**config.mk**
```make
export PLATFORM = sky130hd
export DESIGN_NAME = base_n_integer_parser_flat
export DESIGN_NICKNAME = d
export VERILOG_FILES = /design/src/bnp_pkg.sv /design/src/bnp_in_if.sv /design/src/bnp_out_if.sv /design/src/bnp_digit.sv /design/src/bnp_acc.sv /design/src/base_n_integer_parser.sv /design/src/flat_wrapper.sv
export SDC_FILE = /design/constraint.sdc
export NUM_CORES = 1
export LEC_CHECK = 0
export BUFFER_PORTS_ARGS = -buffer_cell sky130_fd_sc_hd__buf_2
export CAP_MARGIN = 10
export CELL_PAD_IN_SITES_DETAIL_PLACEMENT = 0
export CELL_PAD_IN_SITES_GLOBAL_PLACEMENT = 1
export CORE_MARGIN = 5
export CORE_UTILIZATION = 55
export CTS_CLUSTER_DIAMETER = 100
export DETAILED_ROUTE_END_ITERATION = 6
export PLACE_DENSITY_LB_ADDON = 0.1
export SYNTH_ARGS = -nofsm -noshare
export SYNTH_HDL_FRONTEND = slang
export SYNTH_SLANG_ARGS = --single-unit
```
**constraint.sdc**
```tcl
create_clock -name clk -period 19.3 [get_ports clk]
set_input_delay 1.93 -clock clk [delete_from_list [all_inputs] [get_ports clk]]
set_output_delay 1.93 -clock clk [all_outputs]
set_load 0.05 [all_outputs]
```
**src/bnp_pkg.sv**
```systemverilog
package bnp_pkg;

  // Field widths
  localparam int CH_W       = 8;
  localparam int RADIX_W    = 6;
  localparam int DIG_W      = 6;
  localparam int STATUS_W   = 2;
  localparam int VALUE_W    = 32;
  localparam int CONS_W     = 16;
  localparam int MAG_W      = 63;
  localparam int CFG_IDX_W  = 1;
  localparam int CFG_DATA_W = 6;

  // Result status codes
  localparam logic [STATUS_W-1:0] ST_OK       = 2'd0;
  localparam logic [STATUS_W-1:0] ST_INVALID  = 2'd1;
  localparam logic [STATUS_W-1:0] ST_OVERFLOW = 2'd2;

  // Parse phases
  localparam logic [1:0] PH_SKIP   = 2'd0;
  localparam logic [1:0] PH_DIGITS = 2'd1;
  localparam logic [1:0] PH_DONE   = 2'd2;

  // Configuration register indexes
  localparam logic [CFG_IDX_W-1:0] CFG_RADIX = 1'b0;
  localparam logic [CFG_IDX_W-1:0] CFG_UPPER = 1'b1;

  // Base handling
  localparam logic [RADIX_W-1:0] RADIX_DEFAULT = 6'd10;
  localparam logic [RADIX_W-1:0] RADIX_MIN     = 6'd2;
  localparam logic [RADIX_W-1:0] RADIX_MAX     = 6'd36;

  // Character codes
  localparam logic [CH_W-1:0] CH_NUL   = 8'h00;
  localparam logic [CH_W-1:0] CH_TAB   = 8'h09;
  localparam logic [CH_W-1:0] CH_CR    = 8'h0D;
  localparam logic [CH_W-1:0] CH_SPACE = 8'h20;
  localparam logic [CH_W-1:0] CH_PLUS  = 8'h2B;
  localparam logic [CH_W-1:0] CH_MINUS = 8'h2D;
  localparam logic [CH_W-1:0] CH_ZERO  = 8'h30;
  localparam logic [CH_W-1:0] CH_NINE  = 8'h39;
  localparam logic [CH_W-1:0] CH_UP_A  = 8'h41;
  localparam logic [CH_W-1:0] CH_UP_Z  = 8'h5A;
  localparam logic [CH_W-1:0] CH_LO_A  = 8'h61;
  localparam logic [CH_W-1:0] CH_LO_Z  = 8'h7A;
  localparam logic [CH_W-1:0] LETTER_OFS = 8'd10;

  // Decoded character
  typedef struct packed {
    logic             is_digit;
    logic             is_space;
    logic             is_sign;
    logic             is_minus;
    logic [DIG_W-1:0] val;
  } char_class_t;

  // One result word
  typedef struct packed {
    logic [STATUS_W-1:0]       status;
    logic signed [VALUE_W-1:0] value;
    logic [CONS_W-1:0]         consumed;
  } result_t;

endpackage

```
**src/bnp_in_if.sv**
```systemverilog
interface bnp_in_if;
  import bnp_pkg::*;

  logic            valid;
  logic            ready;
  logic [CH_W-1:0] ch;

  modport source (output valid, output ch, input ready);
  modport sink   (input valid, input ch, output ready);
endinterface

```
**src/bnp_out_if.sv**
```systemverilog
interface bnp_out_if;
  import bnp_pkg::*;

  logic                      valid;
  logic                      ready;
  logic [STATUS_W-1:0]       status;
  logic signed [VALUE_W-1:0] value;
  logic [CONS_W-1:0]         consumed;

  modport source (output valid, output status, output value, output consumed, input ready);
  modport sink   (input valid, input status, input value, input consumed, output ready);
endinterface

```
**src/bnp_digit.sv**
```systemverilog
module bnp_digit (
  input  logic [bnp_pkg::CH_W-1:0]    ch,
  input  logic [bnp_pkg::RADIX_W-1:0] radix,
  input  logic                        upper,
  output logic [bnp_pkg::RADIX_W-1:0] base,
  output bnp_pkg::char_class_t        cls
);
  import bnp_pkg::*;

  logic             in_set;
  logic [DIG_W-1:0] val;

  // Out-of-range bases fall back to decimal
  assign base = (radix < RADIX_MIN || radix > RADIX_MAX) ? RADIX_DEFAULT : radix;

  // Digit value in the selected letter case
  always_comb begin
    in_set = 1'b0;
    val    = '0;
    if (ch >= CH_ZERO && ch <= CH_NINE) begin
      in_set = 1'b1;
      val    = DIG_W'(ch - CH_ZERO);
    end else if (upper && ch >= CH_UP_A && ch <= CH_UP_Z) begin
      in_set = 1'b1;
      val    = DIG_W'(ch - CH_UP_A + LETTER_OFS);
    end else if (!upper && ch >= CH_LO_A && ch <= CH_LO_Z) begin
      in_set = 1'b1;
      val    = DIG_W'(ch - CH_LO_A + LETTER_OFS);
    end
  end

  assign cls.is_digit = in_set && (val < base);
  assign cls.val      = val;
  assign cls.is_space = (ch >= CH_TAB && ch <= CH_CR) || (ch == CH_SPACE);
  assign cls.is_sign  = (ch == CH_PLUS) || (ch == CH_MINUS);
  assign cls.is_minus = (ch == CH_MINUS);

endmodule

```
**src/bnp_acc.sv**
```systemverilog
module bnp_acc #(
  parameter int MAX_CHARS = 65535
) (
  input  logic                        clk,
  input  logic                        rst_n,
  input  logic                        step,
  input  logic                        term,
  input  bnp_pkg::char_class_t        cls,
  input  logic [bnp_pkg::RADIX_W-1:0] base,
  output bnp_pkg::result_t            res
);
  import bnp_pkg::*;

  localparam int PW = $clog2(longint'(MAX_CHARS) + 1);
  localparam int PRODW = MAG_W + RADIX_W;

  logic [1:0]          phase_r, phase_nxt;
  logic [MAG_W-1:0]    mag_r, mag_nxt;
  logic                neg_r, neg_nxt;
  logic                any_r, any_nxt;
  logic [PW-1:0]       pos_r, pos_nxt;
  logic [STATUS_W-1:0] hst_r, hst_nxt;
  logic [PW-1:0]       hcons_r, hcons_nxt;

  logic [PW-1:0]       pos_inc;
  logic [PRODW-1:0]    prod;
  logic                acc_ovf;
  logic [STATUS_W-1:0] settle_st;
  logic [STATUS_W-1:0] st;
  logic [PW-1:0]       cons_w;
  logic [VALUE_W-1:0]  mag_lo;

  // Saturating character position
  assign pos_inc = (pos_r < PW'(MAX_CHARS)) ? pos_r + 1'b1 : pos_r;

  // Multiply-accumulate; any bit above the 63-bit range is an overflow
  assign prod    = (PRODW'(mag_r) * PRODW'(base)) + PRODW'(cls.val);
  assign acc_ovf = |prod[PRODW-1:MAG_W];

  // Outcome at the first non-digit
  always_comb begin
    if (!any_r) begin
      settle_st = ST_INVALID;
    end else if (neg_r ? (mag_r > MAG_W'(64'h8000_0000)) : (mag_r > MAG_W'(64'h7FFF_FFFF))) begin
      settle_st = ST_OVERFLOW;
    end else begin
      settle_st = ST_OK;
    end
  end

  // Parse state update
  always_comb begin
    logic dig;
    dig       = 1'b0;
    phase_nxt = phase_r;
    mag_nxt   = mag_r;
    neg_nxt   = neg_r;
    any_nxt   = any_r;
    pos_nxt   = pos_r;
    hst_nxt   = hst_r;
    hcons_nxt = hcons_r;
    if (step) begin
      if (term) begin
        phase_nxt = PH_SKIP;
        mag_nxt   = '0;
        neg_nxt   = 1'b0;
        any_nxt   = 1'b0;
        pos_nxt   = '0;
        hst_nxt   = ST_OK;
        hcons_nxt = '0;
      end else begin
        case (phase_r)
          PH_SKIP: begin
            if (cls.is_space) begin
              pos_nxt = pos_inc;
            end else if (cls.is_sign) begin
              neg_nxt   = cls.is_minus;
              pos_nxt   = pos_inc;
              phase_nxt = PH_DIGITS;
            end else begin
              dig = 1'b1;
            end
          end
          PH_DIGITS: dig = 1'b1;
          default: ;
        endcase
        if (dig) begin
          if (!cls.is_digit) begin
            phase_nxt = PH_DONE;
            hst_nxt   = settle_st;
            hcons_nxt = pos_r;
          end else if (acc_ovf) begin
            phase_nxt = PH_DONE;
            hst_nxt   = ST_OVERFLOW;
            hcons_nxt = pos_r;
          end else begin
            phase_nxt = PH_DIGITS;
            mag_nxt   = prod[MAG_W-1:0];
            any_nxt   = 1'b1;
            pos_nxt   = pos_inc;
          end
        end
      end
    end
  end

  always_ff @(posedge clk) begin
    if (!rst_n) begin
      phase_r <= PH_SKIP;
      mag_r   <= '0;
      neg_r   <= 1'b0;
      any_r   <= 1'b0;
      pos_r   <= '0;
      hst_r   <= ST_OK;
      hcons_r <= '0;
    end else begin
      phase_r <= phase_nxt;
      mag_r   <= mag_nxt;
      neg_r   <= neg_nxt;
      any_r   <= any_nxt;
      pos_r   <= pos_nxt;
      hst_r   <= hst_nxt;
      hcons_r <= hcons_nxt;
    end
  end

  // Result for a terminating zero in the current phase
  always_comb begin
    case (phase_r)
      PH_SKIP: begin
        st     = ST_INVALID;
        cons_w = '0;
      end
      PH_DIGITS: begin
        st     = settle_st;
        cons_w = pos_r;
      end
      default: begin
        st     = hst_r;
        cons_w = hcons_r;
      end
    endcase
  end

  assign mag_lo       = mag_r[VALUE_W-1:0];
  assign res.status   = st;
  assign res.value    = (st == ST_OK) ? (neg_r ? -mag_lo : mag_lo) : '0;
  assign res.consumed = (32'(cons_w) > 32'h0000_FFFF) ? {CONS_W{1'b1}} : CONS_W'(cons_w);

endmodule

```
**src/base_n_integer_parser.sv**
```systemverilog
// Streaming integer parser: one character word per cycle, sustained, including
// back to back strings. Leading white space and one sign are taken, then digits
// in the configured radix (2 to 36, otherwise 10) until the first non-digit; the
// result word (status, value, consumed) is issued for the terminating zero byte,
// passing through the input register and then the output register. The per-cycle
// limit is the accumulator update, a 63 by 6 bit multiply-add with its overflow
// compare, done once per character between the input register and the parse
// state. Input words keep flowing while a result waits; only a second zero byte
// stalls behind an untaken result. Write radix and upper_letters only while idle.
module base_n_integer_parser #(
  parameter int MAX_CHARS = 65535
) (
  input  logic                           clk,
  input  logic                           rst_n,
  input  logic                           cfg_we,
  input  logic [bnp_pkg::CFG_IDX_W-1:0]  cfg_idx,
  input  logic [bnp_pkg::CFG_DATA_W-1:0] cfg_data,
  bnp_in_if.sink                         in_if,
  bnp_out_if.source                      out_if
);
  import bnp_pkg::*;

  logic [RADIX_W-1:0] radix_r;
  logic               upper_r;
  logic               stg_v_r;
  logic [CH_W-1:0]    stg_ch_r;
  logic               out_v_r;
  result_t            out_r;
  logic               term;
  logic               advance;
  logic [RADIX_W-1:0] base;
  char_class_t        cls;
  result_t            res;

  // Configuration registers
  always_ff @(posedge clk) begin
    if (!rst_n) begin
      radix_r <= RADIX_DEFAULT;
      upper_r <= 1'b0;
    end else if (cfg_we) begin
      case (cfg_idx)
        CFG_RADIX: radix_r <= cfg_data[RADIX_W-1:0];
        CFG_UPPER: upper_r <= cfg_data[0];
        default: ;
      endcase
    end
  end

  // Stage word moves on unless it is a terminator blocked by a waiting result
  assign term        = (stg_ch_r == CH_NUL);
  assign advance     = stg_v_r && (!term || !out_v_r || out_if.ready);
  assign in_if.ready = !stg_v_r || advance;

  // Input register
  always_ff @(posedge clk) begin
    if (!rst_n) begin
      stg_v_r <= 1'b0;
    end else if (in_if.ready) begin
      stg_v_r <= in_if.valid;
    end
  end

  always_ff @(posedge clk) begin
    if (in_if.valid && in_if.ready) begin
      stg_ch_r <= in_if.ch;
    end
  end

  bnp_digit u_digit (
    .ch    (stg_ch_r),
    .radix (radix_r),
    .upper (upper_r),
    .base  (base),
    .cls   (cls)
  );

  bnp_acc #(
    .MAX_CHARS (MAX_CHARS)
  ) u_acc (
    .clk   (clk),
    .rst_n (rst_n),
    .step  (advance),
    .term  (term),
    .cls   (cls),
    .base  (base),
    .res   (res)
  );

  // Output register
  always_ff @(posedge clk) begin
    if (!rst_n) begin
      out_v_r <= 1'b0;
    end else if (advance && term) begin
      out_v_r <= 1'b1;
    end else if (out_if.ready) begin
      out_v_r <= 1'b0;
    end
  end

  always_ff @(posedge clk) begin
    if (advance && term) begin
      out_r <= res;
    end
  end

  assign out_if.valid    = out_v_r;
  assign out_if.status   = out_r.status;
  assign out_if.value    = out_r.value;
  assign out_if.consumed = out_r.consumed;

endmodule

```
**src/flat_wrapper.sv**
```systemverilog
// flat-port wrapper written by rule: the top's interface ports become plain ports
module base_n_integer_parser_flat import bnp_pkg::*;
#(
  parameter int MAX_CHARS = 65535
)
  (clk, rst_n, cfg_we, cfg_idx, cfg_data, in_if_valid, in_if_ch, in_if_ready, out_if_valid, out_if_status, out_if_value, out_if_consumed, out_if_ready);
  bnp_in_if in_if_i ();
  bnp_out_if out_if_i ();
  input  logic clk;
  input  logic rst_n;
  input  logic cfg_we;
  input  logic [bnp_pkg::CFG_IDX_W-1:0] cfg_idx;
  input  logic [bnp_pkg::CFG_DATA_W-1:0] cfg_data;
  input wire logic [$bits(in_if_i.valid)-1:0] in_if_valid;
  input wire logic [$bits(in_if_i.ch)-1:0] in_if_ch;
  output wire logic [$bits(in_if_i.ready)-1:0] in_if_ready;
  output wire logic [$bits(out_if_i.valid)-1:0] out_if_valid;
  output wire logic [$bits(out_if_i.status)-1:0] out_if_status;
  output wire logic [$bits(out_if_i.value)-1:0] out_if_value;
  output wire logic [$bits(out_if_i.consumed)-1:0] out_if_consumed;
  input wire logic [$bits(out_if_i.ready)-1:0] out_if_ready;
  assign in_if_i.valid = in_if_valid;
  assign in_if_i.ch = in_if_ch;
  assign in_if_ready = in_if_i.ready;
  assign out_if_valid = out_if_i.valid;
  assign out_if_status = out_if_i.status;
  assign out_if_value = out_if_i.value;
  assign out_if_consumed = out_if_i.consumed;
  assign out_if_i.ready = out_if_ready;
  base_n_integer_parser #(.MAX_CHARS(MAX_CHARS)) u_core (.clk(clk), .rst_n(rst_n), .cfg_we(cfg_we), .cfg_idx(cfg_idx), .cfg_data(cfg_data), .in_if(in_if_i), .out_if(out_if_i));
endmodule
```
==> key figures <==
Power and ir drop
  • PwrDens: around 37 mW/mm2
  • Total net switching power: approximately 0.23 mW
  • Clock network power share: between 40% and 50%
  • Reported leakage power: 10.54 nW
  • Internal cell power: 0.5736 mW
  • IR Drop Worst-Case VDD: 0.05499 mV
  • Gate power share: 8.8%
  • Switching part of the total: 28.36%
  • Proportion of power drawn by flip-flops and latches: 46.7%

Route
  • Count of unresolved DRC violations after routing: 0
  • Routed Antenna Nets: 0
  • Initial DRT Pass Iterations: 5
  • Per-cell routed wire length: 19.10 um
  • Number of vias in the routed layout: 15,973
  • Number of DRC markers after the initial detailed-route iteration: 917
  • Via density per instance: roughly 6
  • Routed wire length: 51,460 um

Setup path
  • FF-to-FF setup slack: ~9900 ps
  • Launching element type of the critical path: register
  • Endpoint kind of the worst setup timing path: register
  • Logic depth of the worst register-to-register path: 21
  • Launching point of the worst reg2reg path: u_core.radix_r[3]$_SDFFE_PN1P_
  • Critical path fanouts, max: 62
  • Class of the most critical setup path: register to register
  • Data required time of the critical path: 19,650 ps
  • Crit Reg-Reg Endpoint: u_core.u_acc.hcons_r[12]$_SDFFE_PN0P_
  • Critical path data arrival time: 9710 ps

STA
  • Number of failing setup endpoints in the final timing report: 0
  • Final max-slew violation count: 0
  • Worst clock skew on the final layout: 21.26 ps
  • Worst slew pin tran: between 1000 and 1500 ps
  • Maximum clock frequency: between 0.1 and 0.15 GHz
  • Worst Hold Slack: 478.7 ps
  • RSZ-0062 raised after global routing: no
  • Final Cycle Share: 48.51%
  • Worst slew slack as a fraction of its limit: 20.10%
  • Final-report hold violation count: 0
  • Final TNS setup: 0 ps
  • Minimum clock period after layout: about 9400 ps

Place
  • Number of buffers inserted by port buffering: between 70 and 80
  • DP HPWL: 39,560 um
  • Weighted congestion reported at the end of routability-driven placement: between 0.8 and 0.9

Job
  • Max-cap viol count: 0

Synth
  • Mean Syn Cell Area: 9.362 um2
  • Yosys cell types: around 80
  • Number of storage elements in the synthesis netlist: 168
  • Number of warning messages in the yosys log: 0
  • Post-synthesis net count: 2,634
  • Post-Synthesis Cell Area: 0.02066 mm2
  • Post-synthesis cell count: 2,207
  • Most used flip-flop cell after synthesis: sky130_fd_sc_hd__dfxtp_1
  • Number of enable-type register cells in the synthesized netlist: 58
  • Sequential cell area fraction in the yosys report: 19.09%
  • Post-synth ARST share: 0%

Die
  • Die footprint: between 0.04 and 0.05 mm2
  • Number of top-level design ports: 72
  • Number of core rows: 71
  • Die height: 203.8 um
  • X dimension of the die: 203.8 um
  • Initial core utilization: between 50% and 60%
  • Floorplan Core Area: 0.03740 mm2

Clock tree
  • Worst-case clock buffer depth: 2
  • Worst-Skew Late Latency: around 460 ps
  • Number of hold buffers added after CTS: 0
  • Clk pin slew, worst setup/hold paths: 70 ps
  • Count of instances resized after the clock tree is built: 0
  • Number of sinks driven by the clock tree: 168
  • Number of H-tree levels: 4
  • TritonCTS clock tree: done
  • TritonCTS Buffers: 17
  • Number of buffers inserted by post-CTS setup repair: 0
  • CTS root buf: sky130_fd_sc_hd__clkbuf_16

Hold path
  • End point of the most critical hold path: u_core.u_acc.hcons_r[3]$_SDFFE_PN0P_
  • Worst Hold Class: register to register
  • Worst hold path cell count: 1
  • Startpoint of the worst hold path: u_core.u_acc.hcons_r[3]$_SDFFE_PN0P_

Global routing
  • Number of global-route vias before repair: 16,631
  • Antenna violations before repair: 0
  • Total track usage: 25.41%
  • Global-route wire length before repair: 86,770 um
  • Leftover overflow at the end of global routing: 0
  • Maximum number of pins on one net before global-route repair: between 60 and 70

Status
  • Status: completed

Cells and area
  • Share of layout cells above drive strength 1: 9.574%
  • Area grow syn2layout: 5.341%
  • Post-layout nets: 2,597
  • Number of diodes: 0
==> cell usage after synthesis, drive strengths merged (31+ instances only) <==
master	instances	area, um2
nor2b	73	456.7
a21o	39	292.8
nor2	103	414.2
o21ai	95	479.2
inv	96	360.4
nand3	31	155.2
fa	248	4965
xnor2	40	350.3
edfxtp	58	1742
buf	33	236.5
a21oi	112	564.3
xor2	50	437.9
a22o	83	788.3
nand4	38	244.0
and2	301	1883
dfxtp	110	2202
nand2	161	604.3
ha	159	1989
clkbuf	106	397.9
==> layout make-up <==
type | instances | area (um2)
clock inverter | 15 | 177.7
tap | 511 | 639.4
timing repair buffer | 83 | 445.4
sequential | 168 | 3944
inverter | 96 | 360.3
multi-input combinational | 1804 | 15770
fill | 3360 | 15630
clock buffer | 17 | 425.4
==> power groups by stage <==
stage                     Clock (mW)  Combinational [mW]  Sequential, mW
after floorplan                    0              0.0546           0.378
after global placement             0              0.0695           0.382
after detailed placement           0              0.0705           0.382
after CTS                      0.362              0.0709           0.374
after global routing           0.377              0.0787           0.375
final                          0.356              0.0707           0.374
==> worst max path at each step <==
stage | from | to | slack (ps) | depth (start not counted)
floorplan | u_core.radix_r[2]$_SDFFE_PN0P_ | u_core.u_acc.mag_r[12]$_SDFFE_PN0P_ | 12470 | 24
global placement | u_core.radix_r[3]$_SDFFE_PN1P_ | u_core.u_acc.hcons_r[12]$_SDFFE_PN0P_ | 10210 | 21
detailed placement | u_core.radix_r[3]$_SDFFE_PN1P_ | u_core.u_acc.mag_r[26]$_SDFFE_PN0P_ | 10060 | 26
CTS | u_core.radix_r[3]$_SDFFE_PN1P_ | u_core.u_acc.mag_r[26]$_SDFFE_PN0P_ | 9970 | 26
global route | u_core.radix_r[3]$_SDFFE_PN1P_ | u_core.u_acc.hcons_r[12]$_SDFFE_PN0P_ | 9390 | 25
finish | u_core.radix_r[3]$_SDFFE_PN1P_ | u_core.u_acc.hcons_r[12]$_SDFFE_PN0P_ | 9940 | 21
==> flip-flops by register name (all words and copies together), names as in the netlist, 2 cells and up <==
name                    count
u_core.u_acc.hst_r          2
u_core.u_acc.pos_r         16
u_core.out_if.status        2
u_core.u_acc.mag_r         63
u_core.u_acc.hcons_r       16
u_core.out_if.consumed     16
u_core.out_if.value        32
u_core.u_acc.phase_r        2
u_core.radix_r              6
u_core.stg_ch_r             8
==> per-stage QoR <==
stage	cell area [um2]	total power [mW]	utilization, %	std cells	worst slack, ps
6_report	21770	0.8007	58.20	2694	9938
4_1_cts	21770	0.8071	58.20	2694	9969
3_5_place_dp	21160	0.4525	56.59	2662	10060
5_1_grt	21770	0.8307	58.20	2694	9385
2_1_floorplan	20660	0.4329	-	2207	12470
3_3_place_gp	21160	0.4514	56.59	2662	10210
==> cell families (layout without fill, tap and decap cells) <==
family	after synthesis	after routing	synth area share [%]
compound gates	478	478	16.14
fa+ha+maj	407	407	33.66
flops	168	168	19.09
mux	12	12	0.6176
xor+xnor	90	90	3.815
buf+inv	235	211	4.814
simple gates	817	817	21.87
==> layout by cell type, fill, tap and decap left out, types with 13 or more instances in the layout <==
master	n
sky130_fd_sc_hd__nor2_1	89
sky130_fd_sc_hd__a21o_1	39
sky130_fd_sc_hd__dfxtp_1	110
sky130_fd_sc_hd__edfxtp_1	58
sky130_fd_sc_hd__o21ai_0	91
sky130_fd_sc_hd__inv_1	96
sky130_fd_sc_hd__nand2_1	161
sky130_fd_sc_hd__xor2_1	50
sky130_fd_sc_hd__or3_1	13
sky130_fd_sc_hd__nand3_1	31
sky130_fd_sc_hd__a22o_1	34
sky130_fd_sc_hd__fa_1	248
sky130_fd_sc_hd__o21bai_1	13
sky130_fd_sc_hd__o211ai_1	22
sky130_fd_sc_hd__nor4_1	13
sky130_fd_sc_hd__and2_1	301
sky130_fd_sc_hd__nor3_1	23
sky130_fd_sc_hd__ha_1	159
sky130_fd_sc_hd__a21oi_1	110
sky130_fd_sc_hd__xnor2_1	40
sky130_fd_sc_hd__buf_2	71
sky130_fd_sc_hd__nand4_1	37
sky130_fd_sc_hd__a22o_2	49
sky130_fd_sc_hd__nor2b_1	72
sky130_fd_sc_hd__clkbuf_16	17
==> worst max-delay path, stage by stage (launching register included) <==
cell,delay [ps]
sky130_fd_sc_hd__dfxtp_1,380
sky130_fd_sc_hd__or3_1,430
sky130_fd_sc_hd__nor3_1,360
sky130_fd_sc_hd__a21o_1,290
sky130_fd_sc_hd__or2_2,910
sky130_fd_sc_hd__and2_1,280
sky130_fd_sc_hd__fa_1,460
sky130_fd_sc_hd__fa_1,510
sky130_fd_sc_hd__fa_1,510
sky130_fd_sc_hd__ha_1,310
sky130_fd_sc_hd__ha_1,370
sky130_fd_sc_hd__o21ai_0,150
sky130_fd_sc_hd__a211oi_1,460
sky130_fd_sc_hd__nand3_1,210
sky130_fd_sc_hd__a31oi_1,330
sky130_fd_sc_hd__o311ai_0,370
sky130_fd_sc_hd__a2111oi_0,840
sky130_fd_sc_hd__mux2i_1,320
sky130_fd_sc_hd__nand4_2,230
sky130_fd_sc_hd__o21ai_2,720
sky130_fd_sc_hd__nor2_2,350
sky130_fd_sc_hd__a22o_1,330
==> layer usage <==
metal,track usage (%),wire (um),vias up
li1,-,-,7563
met1,35.01,23660,8035
met2,42.97,24950,313
met3,3.253,1950,62
met4,6.239,893,0
met5,0,0,-
No activity file was read; power rests on OpenSTA's default activity.
